## src/rtl/sha256_pkg.sv

```systemverilog
// Shared types, constants and round functions for the SHA-256 stream hasher.
package sha256_pkg;

    typedef struct packed {
        logic [7:0] data_byte;
        logic       has_byte;
        logic       is_last;
    } in_item_t;

    typedef struct packed {
        logic [31:0] digest_word;
        logic [2:0]  word_index;
        logic        last_word;
    } out_item_t;

    localparam int unsigned QUEUE_DEPTH = 4;

    typedef enum logic [2:0] {
        ST_IDLE,
        ST_ROUND,
        ST_FOLD,
        ST_PAD,
        ST_LEN,
        ST_EMIT
    } core_state_t;

    localparam logic [31:0] INIT_HASH [8] = '{
        32'h6a09e667, 32'hbb67ae85, 32'h3c6ef372, 32'ha54ff53a,
        32'h510e527f, 32'h9b05688c, 32'h1f83d9ab, 32'h5be0cd19
    };

    localparam logic [31:0] ROUND_K [64] = '{
        32'h428a2f98, 32'h71374491, 32'hb5c0fbcf, 32'he9b5dba5,
        32'h3956c25b, 32'h59f111f1, 32'h923f82a4, 32'hab1c5ed5,
        32'hd807aa98, 32'h12835b01, 32'h243185be, 32'h550c7dc3,
        32'h72be5d74, 32'h80deb1fe, 32'h9bdc06a7, 32'hc19bf174,
        32'he49b69c1, 32'hefbe4786, 32'h0fc19dc6, 32'h240ca1cc,
        32'h2de92c6f, 32'h4a7484aa, 32'h5cb0a9dc, 32'h76f988da,
        32'h983e5152, 32'ha831c66d, 32'hb00327c8, 32'hbf597fc7,
        32'hc6e00bf3, 32'hd5a79147, 32'h06ca6351, 32'h14292967,
        32'h27b70a85, 32'h2e1b2138, 32'h4d2c6dfc, 32'h53380d13,
        32'h650a7354, 32'h766a0abb, 32'h81c2c92e, 32'h92722c85,
        32'ha2bfe8a1, 32'ha81a664b, 32'hc24b8b70, 32'hc76c51a3,
        32'hd192e819, 32'hd6990624, 32'hf40e3585, 32'h106aa070,
        32'h19a4c116, 32'h1e376c08, 32'h2748774c, 32'h34b0bcb5,
        32'h391c0cb3, 32'h4ed8aa4a, 32'h5b9cca4f, 32'h682e6ff3,
        32'h748f82ee, 32'h78a5636f, 32'h84c87814, 32'h8cc70208,
        32'h90befffa, 32'ha4506ceb, 32'hbef9a3f7, 32'hc67178f2
    };

    localparam logic [7:0] PAD_BYTE = 8'h80;

    function automatic logic [31:0] rotr(input logic [31:0] x, input int unsigned n);
        rotr = (x >> n) | (x << (32 - n));
    endfunction

    function automatic logic [31:0] big_s0(input logic [31:0] x);
        big_s0 = rotr(x, 2) ^ rotr(x, 13) ^ rotr(x, 22);
    endfunction

    function automatic logic [31:0] big_s1(input logic [31:0] x);
        big_s1 = rotr(x, 6) ^ rotr(x, 11) ^ rotr(x, 25);
    endfunction

    function automatic logic [31:0] small_s0(input logic [31:0] x);
        small_s0 = rotr(x, 7) ^ rotr(x, 18) ^ (x >> 3);
    endfunction

    function automatic logic [31:0] small_s1(input logic [31:0] x);
        small_s1 = rotr(x, 17) ^ rotr(x, 19) ^ (x >> 10);
    endfunction

endpackage

```

## src/rtl/sha256_stream_hasher_unit.sv

```systemverilog
// Top level of the SHA-256 stream hasher: intake queue feeding the engine.
// Takes one message byte per transfer; the queue holds transfers while the
// engine is busy, as the engine takes items only while idle. A block of 64
// bytes is compressed in 64 rounds at one per cycle, then folded into the hash.
// A transfer with is_last adds one or two padding compressions, each made of a
// setup state (pad or length), 64 rounds and a fold, then eight digest
// words leave in order, word 0 first; the engine then returns to the initial hash.
module sha256_stream_hasher_unit #(
    parameter int unsigned QUEUE_DEPTH = sha256_pkg::QUEUE_DEPTH
) (
    input  logic                  aclk,
    input  logic                  aresetn,
    input  logic                  s_valid,
    output logic                  s_ready,
    input  sha256_pkg::in_item_t  s_data,
    output logic                  m_valid,
    input  logic                  m_ready,
    output sha256_pkg::out_item_t m_data
);
    logic                 q_valid, q_ready;
    sha256_pkg::in_item_t q_item;

    sha256_queue #(.DEPTH(QUEUE_DEPTH)) u_queue (
        .aclk, .aresetn,
        .wr_valid(s_valid), .wr_ready(s_ready), .wr_item(s_data),
        .rd_valid(q_valid), .rd_ready(q_ready), .rd_item(q_item)
    );

    sha256_core u_core (
        .aclk, .aresetn,
        .item_valid(q_valid), .item_ready(q_ready), .item(q_item),
        .m_valid, .m_ready, .m_data
    );
endmodule

```

## src/rtl/sha256_queue.sv

```systemverilog
// Small item queue between the intake and the compression engine.
module sha256_queue #(
    parameter int unsigned DEPTH = sha256_pkg::QUEUE_DEPTH
) (
    input  logic                 aclk,
    input  logic                 aresetn,
    input  logic                 wr_valid,
    output logic                 wr_ready,
    input  sha256_pkg::in_item_t wr_item,
    output logic                 rd_valid,
    input  logic                 rd_ready,
    output sha256_pkg::in_item_t rd_item
);
    localparam int unsigned AW = (DEPTH > 1) ? $clog2(DEPTH) : 1;

    sha256_pkg::in_item_t mem_reg [DEPTH];
    logic [AW-1:0] wr_ptr_reg, rd_ptr_reg;
    logic [AW:0]   count_reg;
    logic          push, pop;

    assign wr_ready = (count_reg != AW'(0) + (AW+1)'(DEPTH));
    assign rd_valid = (count_reg != '0);
    assign rd_item  = mem_reg[rd_ptr_reg];
    assign push     = wr_valid && wr_ready;
    assign pop      = rd_valid && rd_ready;

    always_ff @(posedge aclk) begin
        if (push) begin
            mem_reg[wr_ptr_reg] <= wr_item;
        end
    end

    always_ff @(posedge aclk) begin
        if (!aresetn) begin
            wr_ptr_reg <= '0;
            rd_ptr_reg <= '0;
            count_reg  <= '0;
        end else begin
            if (push) begin
                wr_ptr_reg <= (wr_ptr_reg == AW'(DEPTH - 1)) ? '0 : wr_ptr_reg + 1'b1;
            end
            if (pop) begin
                rd_ptr_reg <= (rd_ptr_reg == AW'(DEPTH - 1)) ? '0 : rd_ptr_reg + 1'b1;
            end
            count_reg <= count_reg + (AW+1)'(push) - (AW+1)'(pop);
        end
    end

    property p_no_overflow;
        @(posedge aclk) disable iff (!aresetn) count_reg <= (AW+1)'(DEPTH);
    endproperty
    assert property (p_no_overflow) else $error("queue count beyond depth");

    property p_pop_drains;
        @(posedge aclk) disable iff (!aresetn)
            (pop && !push) |=> (count_reg == $past(count_reg) - 1'b1);
    endproperty
    assert property (p_pop_drains) else $error("queue count not decremented");

    property p_push_fills;
        @(posedge aclk) disable iff (!aresetn)
            (push && !pop) |=> (count_reg == $past(count_reg) + 1'b1);
    endproperty
    assert property (p_push_fills) else $error("queue count not incremented");

endmodule

```

## src/rtl/sha256_core.sv

```systemverilog
// Block assembly, padding, 64-round compression and digest output.
module sha256_core (
    input  logic                  aclk,
    input  logic                  aresetn,
    input  logic                  item_valid,
    output logic                  item_ready,
    input  sha256_pkg::in_item_t  item,
    output logic                  m_valid,
    input  logic                  m_ready,
    output sha256_pkg::out_item_t m_data
);
    sha256_pkg::core_state_t state_reg, state_next;

    logic [31:0] h_reg [8];
    logic [31:0] v_reg [8];
    logic [31:0] w_reg [16];
    logic [63:0] bits_reg;
    logic [5:0]  pos_reg;
    logic [5:0]  round_reg;
    logic [2:0]  widx_reg;
    logic        final_reg;   // current block ends the message; padding and digest follow
    logic        len_pend_reg; // length block still to run after this one
    logic        pad_done_reg; // padding has been placed for the current message

    logic        take;
    logic [31:0] w15, w2, w7, wsched, wr, t1, t2, ch, maj;
    logic [3:0]  ri;

    assign ri     = round_reg[3:0];
    assign w15    = w_reg[4'(ri + 4'd1)];
    assign w2     = w_reg[4'(ri + 4'd14)];
    assign w7     = w_reg[4'(ri + 4'd9)];
    assign wsched = sha256_pkg::small_s0(w15) + sha256_pkg::small_s1(w2) + w_reg[ri] + w7;
    assign wr     = (round_reg < 6'd16) ? w_reg[ri] : wsched;
    assign ch     = (v_reg[4] & v_reg[5]) ^ (~v_reg[4] & v_reg[6]);
    assign maj    = (v_reg[0] & v_reg[1]) ^ (v_reg[0] & v_reg[2]) ^ (v_reg[1] & v_reg[2]);
    assign t1     = v_reg[7] + sha256_pkg::big_s1(v_reg[4]) + ch
                    + sha256_pkg::ROUND_K[round_reg] + wr;
    assign t2     = sha256_pkg::big_s0(v_reg[0]) + maj;

    assign item_ready = (state_reg == sha256_pkg::ST_IDLE);
    assign take       = item_valid && item_ready;

    always_comb begin
        state_next = state_reg;
        case (state_reg)
            sha256_pkg::ST_IDLE: begin
                if (take) begin
                    if (item.has_byte && pos_reg == 6'd63) begin
                        state_next = sha256_pkg::ST_ROUND;
                    end else if (item.is_last) begin
                        state_next = sha256_pkg::ST_PAD;
                    end
                end
            end
            sha256_pkg::ST_ROUND: begin
                if (round_reg == 6'd63) begin
                    state_next = sha256_pkg::ST_FOLD;
                end
            end
            sha256_pkg::ST_FOLD: begin
                if (len_pend_reg) begin
                    state_next = sha256_pkg::ST_LEN;
                end else if (final_reg && !pad_done_reg) begin
                    // a full block that ended the message still needs padding
                    state_next = sha256_pkg::ST_PAD;
                end else if (final_reg) begin
                    state_next = sha256_pkg::ST_EMIT;
                end else begin
                    state_next = sha256_pkg::ST_IDLE;
                end
            end
            sha256_pkg::ST_PAD: begin
                state_next = sha256_pkg::ST_ROUND;
            end
            sha256_pkg::ST_LEN: begin
                state_next = sha256_pkg::ST_ROUND;
            end
            sha256_pkg::ST_EMIT: begin
                if (m_ready && widx_reg == 3'd7) begin
                    state_next = sha256_pkg::ST_IDLE;
                end
            end
            default: state_next = sha256_pkg::ST_IDLE;
        endcase
    end

    always_comb begin
        m_valid            = (state_reg == sha256_pkg::ST_EMIT);
        m_data.digest_word = h_reg[widx_reg];
        m_data.word_index  = widx_reg;
        m_data.last_word   = (widx_reg == 3'd7);
    end

    always_ff @(posedge aclk) begin
        if (!aresetn) begin
            state_reg    <= sha256_pkg::ST_IDLE;
            final_reg    <= 1'b0;
            len_pend_reg <= 1'b0;
            pos_reg      <= '0;
            bits_reg     <= '0;
            round_reg    <= '0;
            widx_reg     <= '0;
            for (int i = 0; i < 8; i++) begin
                h_reg[i] <= sha256_pkg::INIT_HASH[i];
                v_reg[i] <= '0;
            end
            for (int i = 0; i < 16; i++) begin
                w_reg[i] <= '0;
            end
        end else begin
            state_reg <= state_next;
            case (state_reg)
                sha256_pkg::ST_IDLE: begin
                    round_reg <= '0;
                    if (take) begin
                        final_reg <= item.is_last;
                        if (item.has_byte) begin
                            w_reg[pos_reg[5:2]][8*(3-pos_reg[1:0]) +: 8] <= item.data_byte;
                            bits_reg <= bits_reg + 64'd8;
                            pos_reg  <= pos_reg + 1'b1;
                        end
                        if (item.has_byte && pos_reg == 6'd63) begin
                            // full block: pad after it if last
                            len_pend_reg <= 1'b0;
                            for (int i = 0; i < 8; i++) v_reg[i] <= h_reg[i];
                        end
                    end
                end
                sha256_pkg::ST_PAD: begin
                    // pad byte goes at pos; decide if length fits
                    w_reg[pos_reg[5:2]][8*(3-pos_reg[1:0]) +: 8] <= sha256_pkg::PAD_BYTE;
                    pos_reg <= '0;
                    for (int i = 0; i < 8; i++) v_reg[i] <= h_reg[i];
                    if (pos_reg >= 6'd56) begin
                        len_pend_reg <= 1'b1;
                    end else begin
                        len_pend_reg <= 1'b0;
                        w_reg[14] <= bits_reg[63:32];
                        w_reg[15] <= bits_reg[31:0];
                    end
                end
                sha256_pkg::ST_LEN: begin
                    len_pend_reg <= 1'b0;
                    w_reg[14] <= bits_reg[63:32];
                    w_reg[15] <= bits_reg[31:0];
                    for (int i = 0; i < 8; i++) v_reg[i] <= h_reg[i];
                end
                sha256_pkg::ST_ROUND: begin
                    if (round_reg >= 6'd16) begin
                        w_reg[ri] <= wsched;
                    end
                    v_reg[7] <= v_reg[6];
                    v_reg[6] <= v_reg[5];
                    v_reg[5] <= v_reg[4];
                    v_reg[4] <= v_reg[3] + t1;
                    v_reg[3] <= v_reg[2];
                    v_reg[2] <= v_reg[1];
                    v_reg[1] <= v_reg[0];
                    v_reg[0] <= t1 + t2;
                    round_reg <= round_reg + 1'b1;
                end
                sha256_pkg::ST_FOLD: begin
                    for (int i = 0; i < 8; i++) h_reg[i] <= h_reg[i] + v_reg[i];
                    for (int i = 0; i < 16; i++) w_reg[i] <= '0;
                    round_reg <= '0;
                end
                sha256_pkg::ST_EMIT: begin
                    if (m_ready) begin
                        widx_reg <= widx_reg + 1'b1;
                        if (widx_reg == 3'd7) begin
                            for (int i = 0; i < 8; i++) begin
                                h_reg[i] <= sha256_pkg::INIT_HASH[i];
                                v_reg[i] <= '0;
                            end
                            bits_reg  <= '0;
                            pos_reg   <= '0;
                            final_reg <= 1'b0;
                        end
                    end
                end
                default: ;
            endcase
        end
    end

    always_ff @(posedge aclk) begin
        if (!aresetn) begin
            pad_done_reg <= 1'b0;
        end else if (state_reg == sha256_pkg::ST_PAD) begin
            pad_done_reg <= 1'b1;
        end else if (state_reg == sha256_pkg::ST_IDLE) begin
            pad_done_reg <= 1'b0;
        end
    end

    property p_round_bounded;
        @(posedge aclk) disable iff (!aresetn)
            (state_reg == sha256_pkg::ST_ROUND && round_reg == 6'd63)
            |=> (state_reg == sha256_pkg::ST_FOLD);
    endproperty
    assert property (p_round_bounded) else $error("compression did not end after 64 rounds");

    property p_emit_holds;
        @(posedge aclk) disable iff (!aresetn)
            (m_valid && !m_ready) |=> (m_valid && $stable(widx_reg));
    endproperty
    assert property (p_emit_holds) else $error("digest word changed while stalled");

    property p_no_intake_busy;
        @(posedge aclk) disable iff (!aresetn)
            (state_reg != sha256_pkg::ST_IDLE) |-> !item_ready;
    endproperty
    assert property (p_no_intake_busy) else $error("item taken while engine busy");

endmodule

```

## config.mk

```make
export PLATFORM = sky130hd
export DESIGN_NAME = sha256_stream_hasher_unit
export DESIGN_NICKNAME = d
export VERILOG_FILES = /design/src/rtl/sha256_pkg.sv /design/src/rtl/sha256_stream_hasher_unit.sv /design/src/rtl/sha256_queue.sv /design/src/rtl/sha256_core.sv
export SDC_FILE = /design/constraint.sdc
export NUM_CORES = 2
export LEC_CHECK = 0
export BUFFER_PORTS_ARGS = -buffer_cell sky130_fd_sc_hd__buf_2
export CORE_ASPECT_RATIO = 1.75
export CORE_MARGIN = 5
export CORE_UTILIZATION = 50
export DETAILED_ROUTE_END_ITERATION = 12
export GPL_TIMING_DRIVEN = 0
export PLACE_DENSITY = 0.71
export SLEW_MARGIN = 20
export SYNTH_ARGS = -nofsm -noshare
export SYNTH_HDL_FRONTEND = slang
export SYNTH_SLANG_ARGS = --single-unit
```

## constraint.sdc

```tcl
create_clock -name aclk -period 18 [get_ports aclk]
set_input_delay 3.6 -clock aclk [delete_from_list [all_inputs] [get_ports aclk]]
set_output_delay 3.6 -clock aclk [all_outputs]
set_load 0.005 [all_outputs]
```

---- Yosys cells after proc, flatten, opt, wreduce, memory -nomap -nowiden ----
Memory sizes are Yosys's and may differ from the RTL's. A register that Yosys moved wholly into a read port is not among the register bits.
Cells that the tools add are included.
cells by class
  add/subtract/negate cells ............... 31
  order comparisons ....................... 4
  equality and inequality tests ........... 19
  shift operators ......................... 3
  muxes and demuxes ....................... 194
  bitwise operators ....................... 136
  reductions and logical operators ........ 23
operator list
  kind                                                                          count
  32-bit 2-to-1 mux                                                             85
  32-bit adder                                                                  18
  32-bit bitwise XOR                                                            9
  64-bit 2-to-1 mux                                                             4
  32-bit AND                                                                    5
  64-bit case mux with 2 select lines                                           1
  1-bit bitwise OR                                                              108
  1-bit 2-to-1 mux                                                              77
  64-bit by 4-bit adder with 64-bit output, second input constant               1
  32-bit OR reduction                                                           2
  32-bit negation with 34-bit output                                            1
  8-bit by 34-bit variable shift with 32-bit output, first input constant       1
  8-bit by 34-bit indexed part select with 32-bit output                        1
  8-bit by 34-bit indexed part select with 32-bit output, first input constant  1
  32-bit NOT                                                                    1
  10-bit by 32-bit bitwise OR with 32-bit output                                1
  13-bit by 32-bit bitwise OR with 32-bit output                                1
  14-bit by 32-bit bitwise OR with 32-bit output                                1
  15-bit by 32-bit bitwise OR with 32-bit output                                1
  19-bit by 32-bit bitwise OR with 32-bit output                                1
  21-bit by 32-bit bitwise OR with 32-bit output                                1
  25-bit by 32-bit bitwise OR with 32-bit output                                1
  26-bit by 32-bit bitwise OR with 32-bit output                                1
  30-bit by 32-bit bitwise OR with 32-bit output                                1
  43 further kinds                                                              86
storage, ports and cells
  flip-flop bits (word level) ............. 92
  memory bits (writable) .................. 1064
  ROM bits ................................ 2048
  input bits .............................. 14
  output and inout port bits .............. 38
  word-level logic and storage cells ...... 426
  memories ................................ 5
memories
  name             words  width  read ports  clocked after Yosys merged registers in  write ports  RTL line            text
  (no name shown)  64     32     1           0                                        0            sha256_core.sv:38   + sha256_pkg::ROUND_K[round_reg] + wr;
  u_core.w_reg     16     32     4           1                                        16           sha256_core.sv:16   logic [31:0] w_reg [16];
  u_core.h_reg     8      32     9           1                                        8            sha256_core.sv:14   logic [31:0] h_reg [8];
  u_core.v_reg     8      32     8           0                                        8            sha256_core.sv:15   logic [31:0] v_reg [8];
  u_queue.mem_reg  4      10     1           1                                        1            sha256_queue.sv:16  sha256_pkg::in_item_t mem_reg [DEPTH];

---- Longest topological paths before layout ----
An unclocked memory read counts as a cell.
  depth in word-level cells ............... 13
  mapped depth ............................ 58
  gate-level depth less buffers ........... 51

---- Hierarchy ----
A second synthesis with hierarchy kept.
unflattened totals
  cell total of the unflattened synthesis .. 7865
  area total of the unflattened synthesis .. 85529.5 µm²
modules (own cells, without submodules)
  module        times used  cells an instance  area an instance (µm²)  sequential area each (µm²)
  sha256_core   1           7761               83605.2                 31250.0
  sha256_queue  1           104                1924.3                  1381.3

---- Worst setup path before layout ----
No wires, ideal clock.
  kind .................................... register to register
  from .................................... reg u_core.round_reg[1]
  to ...................................... mem u_core.v_reg[0][31] (data pin)
  library setup time ...................... 265 ps
  arrival time ............................ 13118 ps
  data required time ...................... 17735 ps
  path slack .............................. 4617 ps
  cell stages (with the launch flop) ...... 55
  clock period less this slack ............ 13383 ps
  path through ............................ dfxtp_1 -> clkbuf_1 -> clkbuf_1 -> clkbuf_1 -> clkbuf_1 -> clkbuf_1 -> inv_1 -> ha_1 -> clkbuf_1 -> clkbuf_1 -> clkbuf_1 -> mux4_2 -> mux4_2 -> xnor2_1 -> xnor2_1 -> fa_1 -> inv_1 -> fa_1 -> [... 19 more ...] -> xor2_1 -> inv_1 -> fa_1 -> inv_1 -> ha_1 -> a21o_1 -> a21o_1 -> a21o_1 -> a21o_1 -> a2111oi_0 -> a21oi_1 -> a21o_1 -> a21oi_1 -> o21bai_1 -> a21oi_1 -> xnor2_1 -> xnor2_1 -> o21ai_1
RTL lines
  item                    RTL line            text
  from (decl)             sha256_core.sv:19   logic [5:0] round_reg;
  from (signal assigned)  sha256_core.sv:161  round_reg <= round_reg + 1'b1;
  to (decl)               sha256_core.sv:15

==> results.yml <==
die:
  die_y_um: 555
  ios: 52
  core-area_um2: 169000
  die_w_um: 321
  start_util: 0.501
  num_rows: 200
  die-area_um2: 178000
hold_path:
  min-delay-path-class: "reg2reg"
  min_path_cells: 2
  min_from: "u_core.h_reg[5][20]"
  holdPathEnd: "u_core.h_reg[5][20]"
sta:
  relSlewSlack: 0.0876
  worstMarginPinSlew_ns: 1.37
  max_freq_mhz: 57.4
  maxSlewViolCount: 0
  fin_crit_sh: 0.967
  clock_skew_ns: 0.0726
  setup_viol: 0
  post-route-min-period_ns: 17.41
  hold_viol_final: 0
  holdWs_ns: 0.493
  grt_setup_unrepaired: "false"
synth:
  synth.mux.area_fraction: 0.170
  synthTopCellsByArea: "edfxtp_1 33%, mux4_2 16%, ha_1 6.1%"
  syn_area_per_cell_um2: 11.1
  synth_fa_ha_area_frac: 0.110
  synth_xor_xnor_area_share: 0.0655
  synth-main-ff-cell: "edfxtp_1"
  netlist_area_um2: 84800
  synth-simple-area-share: 0.103
  synth_most_common_cell: "edfxtp_1"
  synth_commonest_cells: "936 x edfxtp_1, 793 x nor2_1, 681 x nand2_1"
  syn_nets: 8292
  ys.warnings.count: 0
  synth_top_area_share: 0.332
  synth-edff-count: 936
  synth_top_family_by_area: "multiplexers"
  ys_async_sr_fraction: 0
  synthCells: 7666
  synth_area_leader_cell: "edfxtp_1"
  ys_types: 90
  yosysSeqAreaShare: 0.385
  synth_compound_area_frac: 0.131
  ys_seq_elements: 1162
global_route:
  grt_usage: 0.449
  antenna_found_initial: 21
  gr-total-overflow: 0
  grt_pass1_vias: 73100
  grt_pass1_wl_um: 558000
  grt_max_degree: 60
setup_path:
  r2r-start: "u_core.round_reg[1]"
  slowest_stage: "buf_4"
  r2r_cells: 52
  reg2reg_slack_ns: 0.59
  cp-end-kind: "flip-flop"
  worstSetupPathType: "reg2reg"
  required_ns: 18.52
  cp_max_fo: 28
  max_stage_delay_ns: 0.74
  r2r-end: "u_core.v_reg[0][31]"
  crit_path_frequent_cell: "a21o_1"
  critPathLaunchType: "flip-flop"
  worstPathArrival_ns: 17.93
clock_tree:
  cts_sinks: 1162
  cts_root_buf: "clkbuf_16"
  cts_tree: "built"
  cts_setup_buffers: 0
  hold_buffers: 0
  insertion_delay_ns: 0.85
  cts.clk_slew.worst_paths_ns: 0.07
  htree_levels: 3
  cts_buffers: 113
  cts_buffer_depth: 3
route:
  drt-wirelength-per-cell_um: 39.9
  vias: 72700
  drtIter0Drc: 9237
  viasPerCell: 7.12
  drc_errors: 0
  ant_nets: 0
  firstDrtPassIters: 8
  routed_wl_um: 407000
placed_design:
  io_buffers: 51
  gp_congestion: 1.16
  place_area_um2: 88500
  hpwlAfterDp_um: 318000
final_layout:
  stdcell_area_um2: 92700
  fin_util: 0.548
  area_delta_synth_final_pct: 9.33
  largest_reg_flops: 512
  nets: 8495
  drive_gt1_frac: 0.139
outcome:
  status: "complete, no violations"
run:
  cap_violations: 0
## cells by family after synthesis
| kind of cell | after synthesis |
|---|---|
| and+or+nand+nor | 2006 |
| xor gates and xnor gates | 631 |
| adders and majority gates | 629 |
| DFF | 1162 |
| muxes | 700 |
| AOI/OAI and AO/OA | 1717 |
| buffers and inverters | 821 |
## layout by cell type, fill, tap and decap left out, types with 192 or more instances in the layout
| cell type | netlist | layout |
|---|---|---|
| nand2_1 | 681 | 681 |
| edfxtp_1 | 936 | 936 |
| a21oi_1 | 452 | 446 |
| xnor2_1 | 386 | 373 |
| xor2_1 | 243 | 243 |
| fa_1 | 196 | 196 |
| mux4_2 | 585 | 585 |
| ha_1 | 416 | 416 |
| a22o_1 | 195 | 195 |
| clkbuf_1 | 396 | 319 |
| nor2_1 | 793 | 791 |
| dfxtp_1 | 226 | 226 |
| a21o_1 | 192 | 192 |
| o21ai_0 | 308 | 300 |
| inv_1 | 345 | 343 |
## critical path: cells and delay by family (launching register included)
family	cells	cell delay, ns
buffers and inverters	12	4.25
muxes	3	1.24
and+or+nand+nor	3	0.43
adders and majority gates	10	4.56
xor gates and xnor gates	6	1.25
DFF	1	0.53
AOI/OAI and AO/OA	18	4.68
## stage by stage
step | setup WS (ns) | setup TNS [ns] | std cells
floorplan | 4.62 | 0 | 7666
global placement | -2.73 | -37.76 | 9939
detailed placement | -1.64 | -9.21 | 9966
CTS | 0.304 | 0 | 10200
global route | 0.404 | 0 | 10200
finish | 0.590 | 0 | 10200
## layout make-up
type | count | area (um^2)
Buffer | 471 | 1970
Timing Repair Buffer | 91 | 865
Antenna cell | 22 | 55.1
Sequential cell | 1162 | 32600
Fill cell | 14700 | 76500
Multi-Input combinational cell | 5683 | 49300
Clock inverter | 78 | 749
Inverter | 347 | 1310
Clock buffer | 137 | 3040
Tap cell | 2222 | 2780
## worst max path at each step
| stage | startpoint | endpoint | slack, ns |
|---|---|---|---|
| 3_3_place_gp | u_core.round_reg[1] | u_core.v_reg[0][31] | -2.73 |
| 2_1_floorplan | u_core.round_reg[1] | u_core.v_reg[0][31] | 4.62 |
| 5_1_grt | u_core.round_reg[1] | u_core.v_reg[0][31] | 0.40 |
| 3_5_place_dp | u_core.round_reg[1] | u_core.v_reg[0][31] | -1.64 |
| 6_report | u_core.round_reg[1] | u_core.v_reg[0][31] | 0.59 |
| 4_1_cts | u_core.round_reg[1] | u_core.v_reg[0][31] | 0.30 |
## per-layer routing
metal | global-route usage | vias to the layer above | routed length (um)
met4 | 0.563 | 6 | 69300
met5 | 0.000549 | - | 54
met2 | 0.728 | 5752 | 190000
met1 | 0.392 | 35400 | 107000
met3 | 0.143 | 2601 | 40400
li1 | - | 28900 | -
## timing repair
action / CTS / global route
cloned: 0 / 0
gates resized for setup: 7 / 9
endpoints found under the hold margin: 0 / 0
endpoints found under the setup margin: 18 / 5
Power is left out: the tool's default activity adds up to more than one toggle a clock period on the data nets, which glitch-free logic cannot reach.
